==> src/sv/quaternion_gyro_integrator_macros.svh <==
// Assertion macros shared by the quaternion gyro integrator RTL.
`ifndef QUATERNION_GYRO_INTEGRATOR_MACROS_SVH
`define QUATERNION_GYRO_INTEGRATOR_MACROS_SVH

// Same-cycle implication, disabled during reset.
`define QGI_ASSERT_IMP(label, clk, rst, ante, cons) \
  label: assert property (@(posedge clk) disable iff (rst) (ante) |-> (cons)) \
    else $error("assertion failed");

// Next-cycle implication, disabled during reset.
`define QGI_ASSERT_NXT(label, clk, rst, ante, cons) \
  label: assert property (@(posedge clk) disable iff (rst) (ante) |=> (cons)) \
    else $error("assertion failed");

`endif

==> src/sv/qgi_pkg.sv <==
// Types and constants of the quaternion gyro integrator.
`timescale 1ns / 1ps
package qgi_pkg;

  localparam logic signed [31:0] ONE_Q30 = 32'sd1073741824;
  localparam logic [31:0] SAT_P = 32'd2147483647;
  localparam logic [15:0] PERIOD_RESET = 16'd16777;

  // Operand pair handed to the shared multiplier.
  typedef struct packed {
    logic [32:0] a;
    logic [32:0] b;
  } mul_req_t;

endpackage

==> src/sv/qgi_mul.sv <==
// Shared 33 x 33 signed multiplier with a registered product.
`timescale 1ns / 1ps
module qgi_mul (
  input  logic               clk,
  input  qgi_pkg::mul_req_t  req,
  output logic signed [65:0] prod
);

  always_ff @(posedge clk) begin
    prod <= $signed(req.a) * $signed(req.b);
  end

endmodule

==> config.mk <==
export PLATFORM = sky130hd
export DESIGN_NAME = qgi_mul
export DESIGN_NICKNAME = d
export VERILOG_FILES = /design/src/sv/quaternion_gyro_integrator_macros.svh /design/src/sv/qgi_pkg.sv /design/src/sv/qgi_mul.sv
export SDC_FILE = /design/constraint.sdc
export NUM_CORES = 2
export LEC_CHECK = 0
export ABC_AREA = 1
export BUFFER_PORTS_ARGS = -buffer_cell sky130_fd_sc_hd__buf_2
export CAP_MARGIN = 25
export CORE_MARGIN = 2
export CORE_UTILIZATION = 65
export CTS_CLUSTER_DIAMETER = 50
export DETAILED_ROUTE_END_ITERATION = 16
export PLACE_DENSITY = 0.95
export SYNTH_ARGS = -nofsm -noshare
export SYNTH_HDL_FRONTEND = slang
export SYNTH_SLANG_ARGS = --single-unit
==> constraint.sdc <==
create_clock -name clk -period 8.3 [get_ports clk]
set_input_delay 0.83 -clock clk [delete_from_list [all_inputs] [get_ports clk]]
set_output_delay 0.83 -clock clk [all_outputs]
set_load 0.05 [all_outputs]
* Word level (Yosys, flattened, before mapping)
Index checks and enable logic that the tools add are counted.
** Storage, ports and cells
- Word-level logic and storage cells :: 2
- Input port bits :: 67
- Output and inout port bits :: 66
- Register bits after elaboration :: 66
** Cells by class
- $mul :: 1
** Operator list (count)
- $mul 33x33->66 :: 1

* Depth between registers and ports, before layout
- Word-level depth :: 1
- Gate-level depth with buffers :: 34
- Gate-level depth less buffers :: 32

* Worst setup path after synthesis
No wires, ideal clock.
- Kind :: in2reg
- Start :: input req[65] in the netlist's numbering
- End :: register prod[60]
- Setup slack :: 714 ps
- Arrival time :: 7473 ps
- Data required time :: 8187 ps
- Stages on the path :: 23
- Setup time :: 113 ps
- Cells stage by stage :: clkbuf_1 clkbuf_1 nand2_1 inv_1 fa_1 fa_1 fa_1 fa_1 inv_1 fa_1 fa_1 fa_1 fa_1 inv_1 ha_1 nand2_1 nor2_1 inv_1 nor3_1 nand2_1 and2_0 nand4_1 nand2_1
** On the way
- Word-level cells in the longest chain between the ends :: 1
** RTL lines
- start: declaration :: RTL line qgi_mul.sv:5 : input qgi_pkg::mul_req_t req,
- $mul 33x33->66 :: RTL line qgi_mul.sv:10 : prod <= $signed(req.a) * $signed(req.b);
- end signal: assignment :: RTL line qgi_mul.sv:10
- end: declaration :: RTL line qgi_mul.sv:6 : output logic signed [65:0] prod
Every way passes these cells.

* Worst setup path after layout
- Start :: input req[7] in the netlist's numbering
- End :: register prod[57]
Same word-level chain as after synthesis.

==> qor.csv <==
stage,metric,value,unit
min_path,hold_depth,4,
detailed_routing,first_iter_violations,4027,
logic_synthesis,synthTopCellsByArea,"fa_1 (53%), inv_1 (16%), nand2_1 (13%), ha_1 (6.3%), dfxtp_1 (3.1%)",
global_route,grt_overflow,0,
cells_and_area,regArea,1320,sq um
floorplan,io_pins,133,
critical_path,crit_fanout,18,
detailed_routing,via_per_inst,5.69,
critical_path,critPathLaunch,req[7],
floorplan,core,65700,sq um
floorplan,rows,94,
cells_and_area,largest_reg_flops,66,
detailed_routing,drt_first_pass_iters,10,
detailed_routing,drc,0,
logic_synthesis,ys_ff_latch,66,
clock_tree,cts_max_level,3,
logic_synthesis,yosysSeqAreaShare,3.06,%
place,hpwl,109,mm
clock_tree,cts.sinks,66,
global_route,grt_antenna_before_repair,7,
clock_tree,cts-root-buf,clkbuf_16,
place,gp_congestion,0.968,
detailed_routing,drt-total-wl,135,mm
logic_synthesis,synth_largest_area_cell,fa_1,
detailed_routing,vias,36200,
sta,hold_violations,0,
run,cap_violations,0,
floorplan,initial_utilization,65.7,%
floorplan,fp.dieH,262,microns
logic_synthesis,yosysTopAreaCellShare,53.1,%
cells_and_area,top_register,prod,
detailed_routing,wl_met3,19.1,mm
global_route,grt_max_degree,34,
critical_path,endpoint_kind,register,
logic_synthesis,syn_inst,5543,
cells_and_area,reg_top3,prod: 66 flops,
critical_path,worst_ep_required_time,8.55,ns
sta,min_period_over_period,96.1,%
critical_path,worstPathArrival,8.23,ns
min_path,hp-start,req[33],
logic_synthesis,avgSynthCellArea,7.79,sq um
cells_and_area,multi_input_area,33800,sq um
clock_tree,numCtsBuffers,9,
cells_and_area,fillers,4579,
critical_path,crit_type,primary input to register,
cells_and_area,drive_gt1_share,4.97,%
run_status,status,"complete, no violations",
detailed_routing,ant_nets,0,
detailed_routing,wl_met2,62.7,mm
critical_path,worst_setup_path_start_kind,primary input,
cells_and_area,nNetsFinal,6915,
min_path,hold_path_class,primary input to register,
detailed_routing,wl_per_cell,21.2,microns
sta,setup_tns,0,ns
floorplan,dieArea,68500,sq um
sta,tightest_slew,1.06,ns
global_route,grt_pass1_wl,216,mm
detailed_routing,wl_met1,40.6,mm
logic_synthesis,netlist_area,43200,sq um
sta,slew_headroom,29.3,%
clock_tree,cts_buffer_depth,2,
logic_synthesis,yosysUniqueCellTypes,35,
logic_synthesis,syn-num-nets,6972,
sta,setup_violations,0,
detailed_routing,dr.max_layer_used,met5,
clock_tree,cts_hold_buffers,0,
logic_synthesis,yosys_warnings,0,
cells_and_area,final_cell_mix,"inv_1 (1894), nand2_1 (1517), fa_1 (1144)",
cells_and_area,syn_to_final_growth,3.64,%
sta,max_freq,125,MHz
cells_and_area,final_common_cell,inv_1,
global_route,grt_pass1_vias,41800,
place,io_buffers,132,
sta,rsz0062_at_grt,no,
clock_tree,cts_tree,yes,
sta,slew_viol_final,0,
floorplan,die_w,262,microns
global_route,track_usage,41.9,%
sta,period_needed,7.98,ns
clock_tree,clkTransAtPathRegs,0.08,ns
per-layer routing:
layer	up-vias	track usage, %
met5	-	0
met4	8	30.2
met3	1165	17.5
met2	2850	67.0
met1	17300	44.8
li1	14900	-
logic make-up (layout without fill, tap and decap cells):
kind of cell | after synthesis | after routing | share of synthesized area (%)
buf+inv | 2158 | 2106 | 18.8
simple gates | 1810 | 1810 | 16.6
fa+ha+maj | 1362 | 1362 | 59.4
compound gates | 106 | 106 | 1.38
flops | 66 | 66 | 3.06
xor+xnor | 41 | 41 | 0.832
other cells | 0 | 3 | 0
through the flow:
stage | area [sq um] | util, % | instances | hold WS (ns) | worst slack [ns]
after floorplan | 43200 | - | 5543 | 1.09 | 0.714
after global placement | 44400 | 67.5 | 6338 | 1.30 | 0.318
after detailed placement | 44400 | 67.5 | 6338 | 1.30 | 0.0867
after CTS | 44700 | 68.0 | 6354 | 1.14 | 0.432
after global routing | 44700 | 68.0 | 6355 | 1.19 | 0.0171
final | 44700 | 68.1 | 6358 | 1.18 | 0.322
synth_stat cells (all sizes together):
cell,n
o21a,1
nor3,8
a21oi,65
a21boi,1
a21o,2
ha,217
nand4,19
xnor2,4
nand3b,3
nand3,78
nor4,5
and2,3
dfxtp,66
inv,1895
fa,1145
o21bai,14
or2,6
buf,1
nor2,154
nand2,1534
clkbuf,262
xor2,37
o21ai,23
cell type report:
cell class / instances / area share [%]
clock buffer: 9 / 0.503
clock inverter: 7 / 0.190
multi-input combinational: 3319 / 75.4
timing repair buffer: 195 / 2.58
inverter: 1895 / 15.9
antenna: 3 / 0.0168
tap: 864 / 2.42
sequential: 66 / 2.95
critical path: stages:
cell	delay (ns)
buf_2	0.47
nand2_1	0.20
inv_1	0.14
fa_1	0.48
fa_1	0.55
inv_1	0.14
fa_1	0.58
inv_1	0.09
fa_1	0.82
buf_4	0.29
fa_1	0.47
fa_1	0.56
fa_1	0.42
fa_1	0.45
ha_1	0.43
nand2_1	0.15
nor2_1	0.23
nand3_1	0.19
nor2_1	0.28
o21ai_0	0.24
nand4_1	0.15
nand2_1	0.06
path summary, 6_finish.rpt:
check | end | slack [ns]
max | prod[57]$_DFF_P_ | 0.32
min | prod[0]$_DFF_P_ | 1.18
timing repair:
action                                 4_1_cts  5_1_grt
gates resized for setup                      0        2
setup buffers                                0        0
setup endpoints to repair                    0       15
endpoints found under the hold margin        0        0
Power is left out: the tool's default activity adds up to more than one toggle a clock period on the data nets, which glitch-free logic cannot reach.
